===== src/design/pressure_sensor_compensation_assert.svh =====
// Assertion macros shared by the compensation pipeline modules.
`ifndef PRESSURE_SENSOR_COMPENSATION_ASSERT_SVH
`define PRESSURE_SENSOR_COMPENSATION_ASSERT_SVH

`ifndef SYNTHESIS

`define PSC_ASSERT_IMP(lbl, clk_s, rst_s, ante, cons) \
  lbl: assert property (@(posedge clk_s) disable iff (rst_s) (ante) |-> (cons)) \
    else $error("psc: same-cycle check failed");

`define PSC_ASSERT_NEXT(lbl, clk_s, rst_s, ante, cons) \
  lbl: assert property (@(posedge clk_s) disable iff (rst_s) (ante) |=> (cons)) \
    else $error("psc: next-cycle check failed");

`else

`define PSC_ASSERT_IMP(lbl, clk_s, rst_s, ante, cons)

`define PSC_ASSERT_NEXT(lbl, clk_s, rst_s, ante, cons)

`endif

`endif


===== src/design/psc_pkg.sv =====
// Types and constants of the pressure sensor compensation block.
package psc_pkg;

  localparam int RAW_W      = 24;
  localparam int TEMP_W     = 16;
  localparam int PRESS_W    = 25;
  localparam int CFG_IDX_W  = 3;
  localparam int CFG_DATA_W = 16;
  localparam int OFF_W      = 38;
  localparam int SENS_W     = 37;

  localparam logic signed [TEMP_W-1:0]  TEMP_HI  = 16'sh7FFF;
  localparam logic signed [TEMP_W-1:0]  TEMP_LO  = 16'sh8000;
  localparam logic signed [PRESS_W-1:0] PRESS_HI = 25'sh0FFFFFF;
  localparam logic signed [PRESS_W-1:0] PRESS_LO = 25'sh1000000;

  typedef enum logic [CFG_IDX_W-1:0] {
    REG_SENS  = 3'd0,
    REG_OFF   = 3'd1,
    REG_TCS   = 3'd2,
    REG_TCO   = 3'd3,
    REG_TREF  = 3'd4,
    REG_TSENS = 3'd5,
    REG_MODEL = 3'd6
  } psc_reg_t;

  typedef enum logic {
    MODEL_LOW_RANGE  = 1'b0,
    MODEL_HIGH_RANGE = 1'b1
  } psc_model_t;

  typedef struct packed {
    logic [CFG_DATA_W-1:0] sens;
    logic [CFG_DATA_W-1:0] off;
    logic [CFG_DATA_W-1:0] tcs;
    logic [CFG_DATA_W-1:0] tco;
    logic [CFG_DATA_W-1:0] tref;
    logic [CFG_DATA_W-1:0] tsens;
    psc_model_t            model;
  } psc_cfg_t;

  // Word handed from the temperature half to the pressure half.
  typedef struct packed {
    logic [RAW_W-1:0]          pressure_raw;
    logic signed [TEMP_W-1:0]  temperature;
    logic signed [OFF_W-1:0]   off;
    logic signed [SENS_W-1:0]  sens;
  } psc_mid_t;

endpackage


===== src/design/psc_out_if.sv =====
// Output channel: one compensated temperature and pressure per word.
interface psc_out_if;
  logic               valid;
  logic               ready;
  logic signed [15:0] temperature;
  logic signed [24:0] pressure;

  modport source (output valid, output temperature, output pressure, input ready);
  modport sink (input valid, input temperature, input pressure, output ready);
endinterface


===== src/design/psc_press_pipe.sv =====
// Pressure half: D1 * SENS in two partial products, offset, scaling, saturation.
`include "pressure_sensor_compensation_assert.svh"
module psc_press_pipe import psc_pkg::*; (
  input  logic     clk,
  input  logic     rst,
  input  psc_cfg_t cfg,
  input  logic     mid_valid,
  output logic     mid_ready,
  input  psc_mid_t mid,
  psc_out_if.source result
);

  localparam int NSTG = 6;

  logic [NSTG-1:0] v;
  logic [NSTG-1:0] en;
  logic [NSTG-1:0] v_in;
  logic            big;

  assign big = (cfg.model == MODEL_HIGH_RANGE);

  always_comb begin
    en[NSTG-1] = !v[NSTG-1] || result.ready;
    for (int k = NSTG - 2; k >= 0; k--) begin
      en[k] = !v[k] || en[k+1];
    end
  end

  assign v_in         = {v[NSTG-2:0], mid_valid};
  assign mid_ready    = en[0];
  assign result.valid = v[NSTG-1];

  always_ff @(posedge clk) begin
    if (rst) begin
      v <= '0;
    end else begin
      for (int k = 0; k < NSTG; k++) begin
        if (en[k]) begin
          v[k] <= v_in[k];
        end
      end
    end
  end

  // Stage 1: SENS is split into a signed upper and an unsigned lower part.
  logic [42:0]              pp_lo_next;
  logic signed [41:0]       pp_hi_next;
  logic [42:0]              pp_lo_s1;
  logic signed [41:0]       pp_hi_s1;
  logic signed [OFF_W-1:0]  off_s1;
  logic signed [TEMP_W-1:0] temp_s1;

  assign pp_lo_next = mid.pressure_raw * mid.sens[18:0];
  assign pp_hi_next = $signed({1'b0, mid.pressure_raw}) * $signed(mid.sens[36:19]);

  always_ff @(posedge clk) begin
    if (en[0]) begin
      pp_lo_s1 <= pp_lo_next;
      pp_hi_s1 <= pp_hi_next;
      off_s1   <= mid.off;
      temp_s1  <= mid.temperature;
    end
  end

  // Stage 2: full product.
  logic signed [60:0]       prodp_next;
  logic signed [60:0]       prodp_s2;
  logic signed [OFF_W-1:0]  off_s2;
  logic signed [TEMP_W-1:0] temp_s2;

  assign prodp_next = $signed({pp_hi_s1, 19'h00000}) + $signed({18'h00000, pp_lo_s1});

  always_ff @(posedge clk) begin
    if (en[1]) begin
      prodp_s2 <= prodp_next;
      off_s2   <= off_s1;
      temp_s2  <= temp_s1;
    end
  end

  // Stage 3: divide by 2^21, rounding toward zero.
  logic signed [60:0]       pb;
  logic signed [39:0]       q_s3;
  logic signed [OFF_W-1:0]  off_s3;
  logic signed [TEMP_W-1:0] temp_s3;

  assign pb = prodp_s2 + (prodp_s2[60] ? 61'sd2097151 : 61'sd0);

  always_ff @(posedge clk) begin
    if (en[2]) begin
      q_s3    <= pb[60:21];
      off_s3  <= off_s2;
      temp_s3 <= temp_s2;
    end
  end

  // Stage 4: subtract the offset.
  logic signed [40:0]       x_next;
  logic signed [40:0]       x_s4;
  logic signed [TEMP_W-1:0] temp_s4;

  assign x_next = $signed({q_s3[39], q_s3}) - $signed({{3{off_s3[OFF_W-1]}}, off_s3});

  always_ff @(posedge clk) begin
    if (en[3]) begin
      x_s4    <= x_next;
      temp_s4 <= temp_s3;
    end
  end

  // Stage 5: final divide, by 2^15 for the low-range part and 2^13 otherwise.
  logic signed [40:0]       xb;
  logic signed [40:0]       xs;
  logic signed [27:0]       y_s5;
  logic signed [TEMP_W-1:0] temp_s5;

  assign xb = x_s4 + (x_s4[40] ? (big ? 41'sd8191 : 41'sd32767) : 41'sd0);
  assign xs = big ? (xb >>> 13) : (xb >>> 15);

  always_ff @(posedge clk) begin
    if (en[4]) begin
      y_s5    <= xs[27:0];
      temp_s5 <= temp_s4;
    end
  end

  // Stage 6: the high-range part reports ten times the quotient; saturate.
  logic signed [31:0]        y32;
  logic signed [31:0]        z;
  logic signed [PRESS_W-1:0] press_next;

  assign y32 = {{4{y_s5[27]}}, y_s5};
  assign z   = big ? ((y32 <<< 3) + (y32 <<< 1)) : y32;

  always_comb begin
    if (z > PRESS_HI) begin
      press_next = PRESS_HI;
    end else if (z < PRESS_LO) begin
      press_next = PRESS_LO;
    end else begin
      press_next = z[24:0];
    end
  end

  always_ff @(posedge clk) begin
    if (en[5]) begin
      result.pressure    <= press_next;
      result.temperature <= temp_s5;
    end
  end

  `PSC_ASSERT_IMP(a_stall_only_full, clk, rst, !en[0], &v)
  `PSC_ASSERT_NEXT(a_low_shift, clk, rst, v[3] && en[4] && !x_s4[40] && cfg.model == MODEL_LOW_RANGE, y_s5 == ($past(x_s4) >>> 15))
  `PSC_ASSERT_NEXT(a_mid_stage_holds, clk, rst, v[2] && !en[2], v[2] && $stable(q_s3))

endmodule


===== src/flat_wrapper.sv =====
// flat-port wrapper written by rule: the top's interface ports become plain ports
module psc_press_pipe_flat import psc_pkg::*;
  (clk, rst, cfg, mid_valid, mid_ready, mid, result_valid, result_temperature, result_pressure, result_ready);
  psc_out_if result_i ();
  input  logic clk;
  input  logic rst;
  input  psc_cfg_t cfg;
  input  logic mid_valid;
  output logic mid_ready;
  input  psc_mid_t mid;
  output wire logic [$bits(result_i.valid)-1:0] result_valid;
  output wire logic [$bits(result_i.temperature)-1:0] result_temperature;
  output wire logic [$bits(result_i.pressure)-1:0] result_pressure;
  input wire logic [$bits(result_i.ready)-1:0] result_ready;
  assign result_valid = result_i.valid;
  assign result_temperature = result_i.temperature;
  assign result_pressure = result_i.pressure;
  assign result_i.ready = result_ready;
  psc_press_pipe u_core (.clk(clk), .rst(rst), .cfg(cfg), .mid_valid(mid_valid), .mid_ready(mid_ready), .mid(mid), .result(result_i));
endmodule

===== config.mk =====
export PLATFORM = sky130hd
export DESIGN_NAME = psc_press_pipe_flat
export DESIGN_NICKNAME = d
export VERILOG_FILES = /design/src/design/psc_pkg.sv /design/src/design/psc_out_if.sv /design/src/design/psc_press_pipe.sv /design/src/flat_wrapper.sv
export VERILOG_INCLUDE_DIRS = /design/src /design/src/design
export SDC_FILE = /design/constraint.sdc
export NUM_CORES = 2
export LEC_CHECK = 0
export BUFFER_PORTS_ARGS = -buffer_cell sky130_fd_sc_hd__buf_2
export CORE_AREA = 3 3 341 343
export DETAILED_ROUTE_END_ITERATION = 12
export DIE_AREA = 0 0 344 346
export PLACE_DENSITY = 0.66
export SKIP_CTS_REPAIR_TIMING = 1
export SLEW_MARGIN = 40
export SYNTH_ARGS = -nofsm -noshare
export SYNTH_HDL_FRONTEND = slang
export SYNTH_SLANG_ARGS = --single-unit
export TNS_END_PERCENT = 10

===== constraint.sdc =====
create_clock -name clk -period 6.9 [get_ports clk]
set_input_delay 0 -clock clk [delete_from_list [all_inputs] [get_ports clk]]
set_output_delay 0 -clock clk [all_outputs]
set_load 0.1 [all_outputs]

==> flow_metrics.py <==
metrics = {
    "route": {
        "vias": 34920,
        "drt_iter0_markers": 1815,
        "ant_nets": 0,
        "drc": 0,
        "drt_pass1_iterations": 5,
        "wl_um": 115500,
        "wl_per_cell_um": 16.95,
        "vias_per_cell": 5.122,
    },
    "run_status": {
        "status": "finished clean",
    },
    "place": {
        "dp_hpwl_um": 91040,
        "io_buffers": 162,
        "gp_congestion": 0.8851,
        "dpl.cell_count": 6660,
        "dpl_worst_slack_ps": 185.7,
    },
    "yosys": {
        "synth_ff_type": "edfxtp_1",
        "synth.top_cell.area_share_pct": 28.25,
        "syn_inst": 5131,
        "postSynth.asyncResetShare_pct": 0,
        "synth_area_um2": 52080,
        "synth_cell_type_count": 83,
        "yosys-top-cells-area": "edfxtp_1, fa_1, ha_1",
        "post_synth.cell_area_avg_um2": 10.15,
        "ys.warnings.count": 0,
        "synth_seq_cells": 496,
        "synth.largest_area_cell": "edfxtp_1",
        "synth_edf_count": 490,
        "syn_nets": 6468,
        "ys_seq_area_share_pct": 28.48,
    },
    "timing": {
        "clock_skew_ps": 37.97,
        "rsz0062_at_grt": "false",
        "setup_tns_ps": 0,
        "setup_violations": 0,
        "hold_violations": 0,
        "fmax_mhz": 161.7,
        "setup_slack_ps": 716.3,
        "slew_headroom_pct": 43.55,
        "min_period_ps": 6184,
        "fin_crit_sh_pct": 89.62,
        "maxSlewViolCount": 0,
        "worstMarginPinSlew_ps": 842.9,
        "whs_ps": 27.82,
    },
    "finish": {
        "seq_area_um2": 14840,
        "multi_input_area_um2": 32610,
        "final_common_cell": "inv_1",
        "drive_gt1_share_pct": 6.921,
        "fill_cells": 10432,
        "nNetsFinal": 6597,
        "area_growth_pct": 9.520,
        "layoutNonFillerInstCount": 6818,
        "layout_common_cells": "inv_1, fa_1, nand2_1",
    },
    "floorplan": {
        "die_w_um": 344,
        "pin_count": 259,
        "dieArea_um2": 119000,
        "rows": 124,
        "die_h_um": 346,
        "initial_utilization_pct": 45.74,
        "core_um2": 113900,
    },
    "setup_path": {
        "cp-end-kind": "register",
        "crit_fanout": 21,
        "critPathRequiredTime_ps": 7270,
        "critPathLaunchType": "input pin",
        "critPathKind": "in2reg",
        "critPathArrivalTime_ps": 6550,
        "reg2reg_slack_ps": 2650,
    },
    "cts": {
        "clkSlewWorstSetupHoldPaths_ps": 60,
        "cts-root-buf": "clkbuf_16",
        "insertion_delay_ps": 610,
        "clock_sinks": 496,
        "numCtsBuffers": 52,
        "clockBufferDepth": 3,
        "htreeDepth": 2,
        "cts_tree": "built",
    },
    "run": {
        "max_cap_violations": 0,
    },
    "hold_path": {
        "hp-class": "in2reg",
    },
    "grt": {
        "overflow": 0,
        "grt_pass1_vias": 36470,
        "grt_max_degree": 68,
        "grt_pass1_wl_um": 189900,
        "antenna_found_initial": 4,
        "grt.total_usage_pct": 19.74,
    },
}
Yosys cell counts (all sizes together) (31+ instances only):
library cell,instances
nor2,139
o21a,31
ha,393
a21oi,192
nand2,600
fa,728
nor2b,33
edfxtp,490
o21ai,113
nor3,41
inv,1025
xnor2,146
nand3,69
nand4,38
clkbuf,211
a21o,92
xor2,60
nand2b,33
and2,401
worst max-delay path, cell delays in order:
cell,delay (ps)
buf_2,440
nand2_1,160
fa_1,590
fa_1,450
fa_1,520
inv_1,60
fa_1,470
fa_1,550
inv_1,60
fa_1,530
inv_1,50
ha_1,380
a21oi_1,90
a21boi_0,260
o311a_1,200
a41oi_1,50
a31o_2,290
o211a_1,250
o21ai_1,410
a31oi_1,200
mux2i_1,160
a2111oi_1,380
worst paths after layout:
check / start / to / cells past startpoint
setup / recovery: mid[100] / u_core.pp_lo_s1[35] / 22
hold / removal: cfg[0] / u_core.result.pressure[4] / 3
setup reg to reg: u_core.y_s5[0] / u_core.result.pressure[16] / 12
hold reg to reg: u_core.off_s2[26] / u_core.off_s3[26] / 0
metrics by stage:
| step | utilization [%] | instance area, µm² |
|---|---|---|
| detailed placement | 47.99 | 54650 |
| floorplan | - | 52100 |
| CTS | 49.57 | 56450 |
| finish | 50.09 | 57040 |
| global route | 50.09 | 57040 |
| global placement | 47.95 | 54610 |
registers in the layout (all words and copies together), names as in the netlist, 16 cells and up:
register                   count
u_core.off_s2                 38
u_core.temp_s3                16
u_core.off_s3                 38
u_core.q_s3                   40
u_core.temp_s2                16
u_core.y_s5                   28
u_core.temp_s5                16
u_core.x_s4                   41
u_core.prodp_s2               61
u_core.temp_s4                16
u_core.pp_hi_s1               42
u_core.pp_lo_s1               43
u_core.result.pressure        25
u_core.temp_s1                16
u_core.off_s1                 38
u_core.result.temperature     16
logic make-up (layout without fill, tap and decap cells):
logic type               Yosys count  after routing  synth area share (%)
adder cells (fa/ha/maj)         1121           1121                 37.42
other                              0              3                     0
XOR/XNOR                         206            206                 3.464
flip-flops                       496            496                 28.48
multiplexers                      22             22                0.4276
buffers and inverters           1246           1418                 9.001
AO/OA/AOI/OAI                    615            615                 7.774
AND/OR/NAND/NOR                 1425           1425                 13.43
routing by layer:
metal / part of all wire, % / up-vias / GRT usage [%] / wire, µm
met2: 48 / 783 / 33.45 / 55730
met5: 0.011 / - / 0 / 13
met1: 44 / 17443 / 27.01 / 51260
met3: 5.1 / 146 / 2.672 / 5931
li1: - / 16546 / - / -
met4: 2.2 / 2 / 4.536 / 2594
final cells by class:
| class | instances | area share (%) |
|---|---|---|
| Multi-Input combinational cell | 3389 | 57.17 |
| Sequential cell | 496 | 26.01 |
| Inverter | 1025 | 6.745 |
| Timing Repair Buffer | 296 | 3.575 |
| Tap cell | 1512 | 3.317 |
| Clock buffer | 56 | 2.345 |
| Clock inverter | 41 | 0.8182 |
| Antenna cell | 3 | 0.01316 |
Power is not shown: default switching activity piles up to over one toggle a cycle in this logic, so the estimate is an artifact.
