$ cat src/design/pressure_sensor_compensation_assert.svh
// Assertion macros shared by the compensation pipeline modules.
`ifndef PRESSURE_SENSOR_COMPENSATION_ASSERT_SVH
`define PRESSURE_SENSOR_COMPENSATION_ASSERT_SVH

`ifndef SYNTHESIS

`define PSC_ASSERT_IMP(lbl, clk_s, rst_s, ante, cons) \
  lbl: assert property (@(posedge clk_s) disable iff (rst_s) (ante) |-> (cons)) \
    else $error("psc: same-cycle check failed");

`define PSC_ASSERT_NEXT(lbl, clk_s, rst_s, ante, cons) \
  lbl: assert property (@(posedge clk_s) disable iff (rst_s) (ante) |=> (cons)) \
    else $error("psc: next-cycle check failed");

`else

`define PSC_ASSERT_IMP(lbl, clk_s, rst_s, ante, cons)

`define PSC_ASSERT_NEXT(lbl, clk_s, rst_s, ante, cons)

`endif

`endif

$ cat src/design/psc_pkg.sv
// Types and constants of the pressure sensor compensation block.
package psc_pkg;

  localparam int RAW_W      = 24;
  localparam int TEMP_W     = 16;
  localparam int PRESS_W    = 25;
  localparam int CFG_IDX_W  = 3;
  localparam int CFG_DATA_W = 16;
  localparam int OFF_W      = 38;
  localparam int SENS_W     = 37;

  localparam logic signed [TEMP_W-1:0]  TEMP_HI  = 16'sh7FFF;
  localparam logic signed [TEMP_W-1:0]  TEMP_LO  = 16'sh8000;
  localparam logic signed [PRESS_W-1:0] PRESS_HI = 25'sh0FFFFFF;
  localparam logic signed [PRESS_W-1:0] PRESS_LO = 25'sh1000000;

  typedef enum logic [CFG_IDX_W-1:0] {
    REG_SENS  = 3'd0,
    REG_OFF   = 3'd1,
    REG_TCS   = 3'd2,
    REG_TCO   = 3'd3,
    REG_TREF  = 3'd4,
    REG_TSENS = 3'd5,
    REG_MODEL = 3'd6
  } psc_reg_t;

  typedef enum logic {
    MODEL_LOW_RANGE  = 1'b0,
    MODEL_HIGH_RANGE = 1'b1
  } psc_model_t;

  typedef struct packed {
    logic [CFG_DATA_W-1:0] sens;
    logic [CFG_DATA_W-1:0] off;
    logic [CFG_DATA_W-1:0] tcs;
    logic [CFG_DATA_W-1:0] tco;
    logic [CFG_DATA_W-1:0] tref;
    logic [CFG_DATA_W-1:0] tsens;
    psc_model_t            model;
  } psc_cfg_t;

  // Word handed from the temperature half to the pressure half.
  typedef struct packed {
    logic [RAW_W-1:0]          pressure_raw;
    logic signed [TEMP_W-1:0]  temperature;
    logic signed [OFF_W-1:0]   off;
    logic signed [SENS_W-1:0]  sens;
  } psc_mid_t;

endpackage

$ cat src/design/psc_cfg_regs.sv
// Calibration word and model select register file.
module psc_cfg_regs import psc_pkg::*; (
  input  logic                  clk,
  input  logic                  rst,
  input  logic                  cfg_we,
  input  logic [CFG_IDX_W-1:0]  cfg_index,
  input  logic [CFG_DATA_W-1:0] cfg_data,
  output psc_cfg_t              cfg
);

  always_ff @(posedge clk) begin
    if (rst) begin
      cfg.sens  <= '0;
      cfg.off   <= '0;
      cfg.tcs   <= '0;
      cfg.tco   <= '0;
      cfg.tref  <= '0;
      cfg.tsens <= '0;
      cfg.model <= MODEL_LOW_RANGE;
    end else if (cfg_we) begin
      case (cfg_index)
        REG_SENS:  cfg.sens  <= cfg_data;
        REG_OFF:   cfg.off   <= cfg_data;
        REG_TCS:   cfg.tcs   <= cfg_data;
        REG_TCO:   cfg.tco   <= cfg_data;
        REG_TREF:  cfg.tref  <= cfg_data;
        REG_TSENS: cfg.tsens <= cfg_data;
        REG_MODEL: cfg.model <= psc_model_t'(cfg_data[0]);
        default: begin
        end
      endcase
    end
  end

endmodule

$ cat config.mk
export PLATFORM = sky130hd
export DESIGN_NAME = psc_cfg_regs
export DESIGN_NICKNAME = d
export VERILOG_FILES = /design/src/design/pressure_sensor_compensation_assert.svh /design/src/design/psc_pkg.sv /design/src/design/psc_cfg_regs.sv
export SDC_FILE = /design/constraint.sdc
export NUM_CORES = 1
export LEC_CHECK = 0
export CAP_MARGIN = 5
export CORE_ASPECT_RATIO = 2
export CORE_UTILIZATION = 39
export DETAILED_ROUTE_END_ITERATION = 10
export DONT_BUFFER_PORTS = 1
export PLACE_DENSITY = 0.6
export SETUP_SLACK_MARGIN = 0.4
export SLEW_MARGIN = 5
export SYNTH_ARGS = -nofsm -noshare
export SYNTH_HDL_FRONTEND = slang
export SYNTH_SLANG_ARGS = --single-unit
$ cat constraint.sdc
create_clock -name clk -period 2.9 [get_ports clk]
set_input_delay 0.435 -clock clk [delete_from_list [all_inputs] [get_ports clk]]
set_output_delay 0.435 -clock clk [all_outputs]
set_load 0.005 [all_outputs]
==> results of run 1 <==
[power groups by stage]
stage | sequential [mW] | combinational [mW] | clock [mW]
floorplan | 1.41 | 0.107 | 0
global placement | 1.42 | 0.117 | 0
detailed placement | 1.42 | 0.119 | 0
CTS | 1.39 | 0.119 | 1.21
global route | 1.39 | 0.125 | 1.26
finish | 1.39 | 0.115 | 1.17
[path summary, 6_finish.rpt]
kind	end	startpoint	cells after the start
hold reg to reg	cfg[0]	cfg[0]	2
hold / removal	cfg[81]	rst	2
setup reg to reg	cfg[91]	cfg[91]	2
setup / recovery	cfg[91]	cfg_index[0]	2
[per-stage QoR]
stage | setup WS (ns) | power (mW) | hold WS, ns
floorplan | 1.42 | 1.52 | 0.465
global placement | 1.14 | 1.53 | 0.477
detailed placement | 1.11 | 1.54 | 0.478
CTS | 1.47 | 2.72 | 0.269
global route | 1.43 | 2.77 | 0.276
finish | 1.45 | 2.67 | 0.303
[cells by family (layout without fill, tap and decap cells)]
logic type    Yosys count  in the layout  synth area share [%]
mux                    97             97                  25.4
buf+inv                24             19                  3.37
flops                  97             97                  50.7
simple gates          121            121                  20.6
[area by class of cell]
| class | count | area share [%] |
|---|---|---|
| multi-input combinational | 218 | 42.0 |
| sequential | 97 | 46.4 |
| timing repair buffer | 4 | 0.717 |
| clock buffer | 10 | 5.71 |
| tap | 130 | 3.88 |
| clock inverter | 5 | 1.34 |
[layer usage]
layer | share of wire, % | global-route usage, % | vias up
met3 | 5.0 | 4.53 | 13
met1 | 37 | 17.9 | 1072
met2 | 55 | 33.1 | 76
li1 | - | - | 1097
met4 | 2.3 | 7.84 | 0
met5 | 0 | 0 | -
[cells in the final DEF (no fill, tap or decap), drive strengths merged]
cell type  instances
nand4b             3
clkinv             3
clkinvlp           1
mux2i             97
and4bb             1
nand2b           113
buf                4
dfxtp             97
nor4b              1
nand4bb            2
bufinv             1
clkbuf            10
or4b               1
==> metrics.csv, run 1 <==
metric,value,unit
multiInputGateArea,1760,µm²
detail_route.wl_per_cell,19.1,µm
netlist_top_cells_count,"nand2b_1, dfxtp_1, mux2i_1, clkbuf_1, buf_2",
yosysTopAreaCellShare,50.7,%
cts_htree_levels,3,
syn-num-nets,361,
clock_latency,0.33,ns
synthFlopType,dfxtp_1,
pwr-share-seq,51.9,%
synthTopCellsByArea,"dfxtp_1, mux2i_1, nand2b_1",
start_kind,input pin,
internal-power,2.11,mW
timing.final.crit_share,49.9,%
start_util,40.5,%
slowest_stage,or4b_1,
synth-edff-count,0,
grt_antenna_before_repair,0,
crit_type,in -> reg,
rsz0062_at_grt,no,
post_cts_buffers,0,
die_w,72.1,µm
crit_buf_inv,0,
drt_iter0_markers,76,
port_buffers,0,
io-pin-count,119,
fin_nets,352,
synth.cell_area,3830,µm²
grt_start_max_net_pins,114,
critical_path.max_fanout,14,
hpwl,6130,µm
critPathRequiredTime,3.08,ns
clkPwrFrac,43.8,%
clockRootBuffer,clkbuf_16,
core,9450,µm²
place.gp.congestion,0.725,
first_pass_iters,4,
seq_area_frac_synth,50.7,%
max_cap_violations,0,
fill_cells,900,
cts.clk_slew.worst_paths,0.06,ns
clock-sinks,97,
combPwrFrac,4.3,%
placed_area,3890,µm²
drtAntennaViolNets,0,
arrival,1.63,ns
diodes,0,
reg_top3,cfg x97,
cpLargestDelayFamily,simple AND/OR/NAND/NOR gates,
regMostFlops,cfg,
place_inst,449,
syn_inst,339,
status,"complete, no violations",
synth_most_common_cell,nand2b_1,
fmax,0.691,GHz
setup_viol,0,
hold_viol_final,0,
p_sw,0.565,mW
grt_pass1_vias,2222,
relSlewSlack,39.9,%
grt_pass1_wl,13200,µm
holdBufCountCts,0,
synth-seq-cells,97,
yosys.area.top_type,dfxtp_1,
fin_crit,1.45,ns
viasPerCell,4.87,
drive_above_1_share,5.99,%
max_slew.worst_pin.slew,0.902,ns
fin_cells,464,
drc,0,
syn_area_per_cell,11.3,µm²
largest_reg_flops,97,
gr-total-overflow,0,
async_flop_share,0,%
cts_tree,yes,
critPathCaptureType,flop,
cts_resized,0,
die_area,10200,µm²
hp-class,in -> reg,
cts_buffer_depth,2,
die_height,142,µm
swShare,21.2,%
seqCellArea,1940,µm²
critPathMaxStageDelay,0.94,ns
fin_skew,0,ns
grt_use_total,17.7,%
worstPathCellList,"or4b_1, mux2i_1",
synth_warnings,0,
wl,8870,µm
regToRegSetupSlack,2.23,ns
drv_slew,0,
rows,50,
synthDistinctLibCells,13,
final_cell_area,4190,µm²
p_leak,1.92,nW
p_per_area,638,nW/µm²
tns,0,ns
via_count,2258,
area_delta_synth_final,9.38,%
numCtsBuffers,9,
final_util,44.3,%
peakVddDrop,0.285,mV
Note: power is estimated with default switching activity, not from simulation.
==> run 2, diff against run 1 <==
Settings changed: ABC_AREA set to 1, PLACE_DENSITY 0.6 to 0.62.
Clock period 2.9 ns to 1.18 ns, I/O delays scaled along.
==> run 2 against run 1 <==
Compared with the run above: combinational power rose to 5.4 times the previous value; first-iteration DRC count grew to 3.0 times the previous value; die area increased by 2.4%; sequential share of layout area decreased by 0.38 points.
==> metrics.csv, run 2 <==
metric,value,unit,change
reg2reg_depth,2,,unchanged
drv_slew,0,,unchanged
die_w,72.9,µm,+1.2%
yosys.area.top_type,dfxtp_1,,
holdBufCountCts,0,,unchanged
drive_above_1_share,26.0,%,+20 points
whs,0.125,ns,-0.178 ns
cts_tree,yes,,
regToRegSetupSlack,0.55,ns,-1.68 ns
status,"complete, no violations",,
fin_nets,564,,+60%
die_height,144,µm,+1.2%
syn_inst,557,,+64%
timing.final.crit_share,74.6,%,
start_kind,flop,,
viasPerCell,5.02,,+3.1%
die_area,10500,µm²,+2.4%
async_flop_share,0,%,unchanged
max_cap_violations,0,,unchanged
clock_latency,0.33,ns,about the same
fill_cells,1009,,+12%
critPathRequiredTime,1.00,ns,-2.08 ns
arrival,0.70,ns,-0.93 ns
tns,0,ns,unchanged
rows,51,,+2.0%
regMostFlops,cfg,,
cts_buffer_depth,2,,unchanged
fmax,1.14,GHz,
p_leak,1.87,nW,-2.7%
synth.cell_area,3920,µm²,+2.5%
layout_commonest_cell,nor2_1,,
fin_skew,0,ns,unchanged
reg_top3,cfg x97,,
clockRootBuffer,clkbuf_16,,
synthFlopType,dfxtp_1,,
yosysTopAreaCellShare,49.5,%,-1.2 points
synth-edff-count,0,,unchanged
r2r-end,cfg[0],,
crit_start,cfg[0],,
grt_pass1_wl,17000,µm,+29%
critPathCaptureType,output pin,,
hold_depth,3,,+1
synthDistinctLibCells,15,,+2
peakVddDrop,0.885,mV,+210%
seqCellArea,2070,µm²,+6.4%
via_count,3406,,+51%
drc,0,,unchanged
critical_path.max_fanout,2,,-12
multiInputGateArea,1740,µm²,-1.2%
hold_viol_final,0,,unchanged
p_per_area,1580,nW/µm²,+150%
whs_endpoint,cfg[0],,
diodes,0,,unchanged
numCtsBuffers,9,,unchanged
min_from,cfg_index[0],,
area_delta_synth_final,14.5,%,
synth_warnings,0,,unchanged
wl,11200,µm,+26%
io-pin-count,119,,unchanged
max_slew.worst_pin.slew,0.429,ns,-0.473 ns
syn_area_per_cell,7.04,µm²,-38%
place.gp.congestion,0.752,,+3.8%
synth-seq-cells,97,,unchanged
first_pass_iters,5,,+1
core,9760,µm²,+3.4%
grt_pass1_vias,3219,,+45%
clock-sinks,97,,unchanged
hpwl,7800,µm,+27%
setup_viol,0,,unchanged
cts_htree_levels,3,,unchanged
port_buffers,0,,unchanged
synth_most_common_cell,nor2_1,,
syn-num-nets,579,,+60%
grt_antenna_before_repair,0,,unchanged
drtAntennaViolNets,0,,unchanged
grt_start_max_net_pins,65,,-43%
netlist_top_cells_count,"nor2_1, nand2_1, dfxtp_1, nand3_1, inv_1",,
grt_use_total,22.1,%,+4.4 points
fin_crit,0.880,ns,
start_util,40.2,%,-0.35 points
synthTopCellsByArea,"dfxtp_1, nor2_1, nand3_1",,
detail_route.wl_per_cell,16.4,µm,-14%
final_cell_mix,"nor2_1, nand2_1, nand3_1",,
crit_type,reg -> out,,
largest_reg_flops,97,,unchanged
rsz0062_at_grt,yes,,
relSlewSlack,71.3,%,+31 points
hp-class,in -> reg,,
r2r-start,cfg[0],,
gr-total-overflow,0,,unchanged
cts.clk_slew.worst_paths,0.07,ns,about the same
drt_iter0_markers,231,,+200%
seq_area_frac_synth,49.5,%,-1.2 points
run 2: cell types whose count changed in the layout (fill, tap and decap cells not counted), sizes merged, moves of 2 or more:
cell / previous run / this run
nor2: 0 / 203
buf: 4 / 7
nand4b: 3 / 0
inv: 0 / 26
nand4bb: 2 / 0
nand2b: 113 / 0
nand3: 0 / 97
mux2i: 97 / 0
nand2: 0 / 103
run 2: power by group:
group	switching (mW)	internal, mW
clock	1.30	1.67
combinational	0.426	0.195
sequential	0.0940	3.41
run 2: layer usage:
metal,track usage [%],up-vias,share of wire [%]
li1,-,1705,-
met5,0,-,0
met3,5.96,16,7.3
met4,8.67,0,2.2
met1,23.7,1564,36
met2,40.2,121,54
run 2: layout make-up:
cell class	count	area share, %
multi-input cells	404	38.7
repair buffers	7	2.84
flip-flops and latches	97	46.0
clock buffers	9	5.01
inverters	23	2.09
well taps	132	3.68
clock inverters	7	1.73
run 2: through the flow:
| step | utilization (%) | power, mW | setup WS [ns] | instances | area, µm² |
|---|---|---|---|---|---|
| 3_5_place_dp | 41.6 | 4.18 | 0.220 | 663 | 4070 |
| 4_1_cts | 46.0 | 7.17 | 0.291 | 679 | 4490 |
| 6_report | 46.0 | 7.09 | 0.300 | 679 | 4490 |
| 5_1_grt | 46.0 | 7.41 | 0.274 | 679 | 4490 |
| 2_1_floorplan | - | 4.01 | 0.368 | 557 | 3990 |
| 3_3_place_gp | 41.6 | 4.17 | 0.243 | 663 | 4070 |
run 2: cells by family after synthesis:
| logic type | count (synthesis) | synth area share (%) |
|---|---|---|
| AOI/OAI and AO/OA | 1 | 0.127 |
| buffers and inverters | 56 | 6.99 |
| DFF | 97 | 49.5 |
| and+or+nand+nor | 403 | 43.4 |
run 2: worst max-delay path by stage:
stage	slack, ns	to	cells past startpoint
final	0.30	cfg[0]	0
after global routing	0.27	cfg[0]	0
after CTS	0.29	cfg[61]	0
after detailed placement	0.22	cfg[27]	5
after global placement	0.24	cfg[49]	5
after floorplan	0.37	cfg[49]	6
run 2: what timing repair did:
item | 4_1_cts | 5_1_grt
endpoints found under the setup margin | 97 | 97
gates resized for setup | 97 | 1
setup buffers | 0 | 0
==> run 3, diff against run 2 <==
Settings changed: PLACE_DENSITY 0.62 to 0.6.
Clock period 1.18 ns to 0.82 ns, I/O delays scaled along.
==> run 3 against run 2 <==
Compared with the run above: the run now ends with setup timing left; sequential share of layout area is 4.1 points lower; combinational power is 67% higher; largest cell class unchanged; highest routed layer unchanged; global-route usage is 0.36 points lower; final cell count is 1.8% higher; clock power is 31% higher.
==> metrics.csv, run 3 (synthesis gave the netlist of run 2 again) <==
metric,value,unit,change
drt_iter0_markers,258,,+12%
cts_tree,yes,,
gr-total-overflow,0,,unchanged
core,9760,µm²,unchanged
met2WireLength,5890,µm,-2.7%
fill_cells,955,,-5.4%
top_layer,met4,,
clock_latency,0.33,ns,about the same
holdBufCountCts,0,,unchanged
via_count,3478,,+2.1%
drc,0,,unchanged
setup_slack,-0.00548,ns,-0.305 ns
grt_pass1_vias,3194,,-0.78%
critPathRequiredTime,0.70,ns,-0.30 ns
final_cell_area,4930,µm²,+9.7%
min_from,cfg_index[0],,
fin_nets,576,,+2.1%
cts.clk_slew.worst_paths,0.07,ns,about the same
fin_crit,0.825,ns,
rows,51,,unchanged
arrival,0.70,ns,about the same
viasPerCell,5.03,,+0.34%
drv_slew,0,,unchanged
p_leak,2.04,nW,+9.1%
reg_top3,cfg x97,,
start_kind,flop,,
grt_use_total,21.8,%,-0.36 points
detail_route.wl_per_cell,16.0,µm,-2.9%
clockRootBuffer,clkbuf_16,,
fin_skew,0,ns,unchanged
setup_viol,6,,+6
cts_buffer_depth,2,,unchanged
numCtsBuffers,9,,unchanged
drive_above_1_share,36.7,%,+11 points
relSlewSlack,75.8,%,+4.4 points
cts_htree_levels,3,,unchanged
drtAntennaViolNets,0,,unchanged
crit_type,reg -> out,,
place_inst,674,,+1.7%
critPathCaptureType,output pin,,
hpwl,7380,µm,-5.3%
final_cell_mix,"nor2_1, nand2_1, dfxtp_2",,
status,"complete, but fails checks",,
grt_start_max_net_pins,65,,unchanged
clock-sinks,97,,unchanged
start_util,40.2,%,unchanged
regToRegSetupSlack,0.23,ns,-0.32 ns
regMostFlops,cfg,,
grt_pass1_wl,17000,µm,unchanged
wl,11000,µm,-1.2%
routed-wl-met3,757,µm,-6.9%
hold_viol_final,0,,unchanged
fmax,1.21,GHz,
timing.final.crit_share,101,%,
rsz0062_at_grt,yes,,
whs_endpoint,cfg[0],,
die_height,144,µm,unchanged
max_cap_violations,0,,unchanged
peakVddDrop,1.15,mV,+30%
place.gp.congestion,0.784,,+4.3%
die_area,10500,µm²,unchanged
io-pin-count,119,,unchanged
port_buffers,0,,unchanged
r2r-start,cfg[0],,
preCtsSetupSlack,-0.0433,ns,-0.263 ns
routedLengthMet1,4190,µm,+3.5%
placed_area,4500,µm²,+11%
post_cts_buffers,0,,unchanged
diodes,0,,unchanged
area_delta_synth_final,25.6,%,
reg2reg_depth,2,,unchanged
grt_antenna_before_repair,0,,unchanged
max_slew.worst_pin.slew,0.363,ns,-0.0656 ns
layout_commonest_cell,nor2_1,,
critical_path.max_fanout,2,,unchanged
hold_depth,4,,+1
total_power,9.99,mW,+41%
p_per_area,2030,nW/µm²,+28%
violations,setup timing,,
fin_cells,691,,+1.8%
hp-class,in -> reg,,
die_w,72.9,µm,unchanged
largest_reg_flops,97,,unchanged
first_pass_iters,8,,+3
r2r-end,cfg[0],,
run 3: cell types whose count changed in the layout (fill, tap and decap cells not counted), moves of 3 or more:
cell,before,now
nor2_1,193,155
nor2_2,2,38
nand3_1,97,85
nand3_2,0,12
buf_12,6,15
nand2_4,4,0
nand2_8,0,4
inv_2,5,2
run 3: layout make-up:
class	instances	area (µm²)	area share, %
Sequential cell	97	2070	41.9
Multi-Input combinational cell	404	1940	39.4
Timing Repair Buffer	19	348	7.06
Clock buffer	9	225	4.57
Tap cell	132	165	3.35
Inverter	23	129	2.62
Clock inverter	7	53.8	1.09
run 3: where the power goes:
| group | total, mW | leakage [nW] | switching, mW | internal (mW) |
|---|---|---|---|---|
| combinational | 1.04 | 1.07 | 0.659 | 0.384 |
| clock | 3.89 | 0.128 | 1.82 | 2.08 |
| sequential | 5.05 | 0.834 | 0.145 | 4.91 |
run 3: worst max path at each step:
| stage | end | start | cells after the start | slack, ns |
|---|---|---|---|---|
| floorplan | cfg[50] | rst | 5 | 0.08 |
| global placement | cfg[63] | cfg_index[2] | 5 | -0.03 |
| detailed placement | cfg[43] | cfg_we | 6 | -0.04 |
| CTS | cfg[46] | cfg[46] | 0 | -0.02 |
| global route | cfg[46] | cfg[46] | 0 | -0.02 |
| finish | cfg[47] | cfg[47] | 0 | -0.005 |
run 3: timing repair:
| item | 4_1_cts | 5_1_grt |
|---|---|---|
| hold endpoints to repair | 0 | 0 |
| gates resized for setup | 21 | 39 |
| pin swaps | 168 | 2 |
| endpoints found under the setup margin | 194 | 194 |
| gates cloned | 0 | 1 |
run 3: stage by stage:
step | TNS [ns] | hold WS (ns) | util [%]
floorplan | 0 | 0.354 | -
global placement | -0.308 | 0.419 | 46.1
detailed placement | -1.46 | 0.421 | 46.1
CTS | -0.253 | 0.122 | 49.2
global route | -1.18 | 0.142 | 50.5
finish | -0.0224 | 0.132 | 50.5
run 3: metal layers:
metal	GRT usage (%)	vias to the layer above
li1	-	1726
met1	24.7	1605
met2	38.4	134
met3	5.82	13
met4	7.95	0
met5	0	-
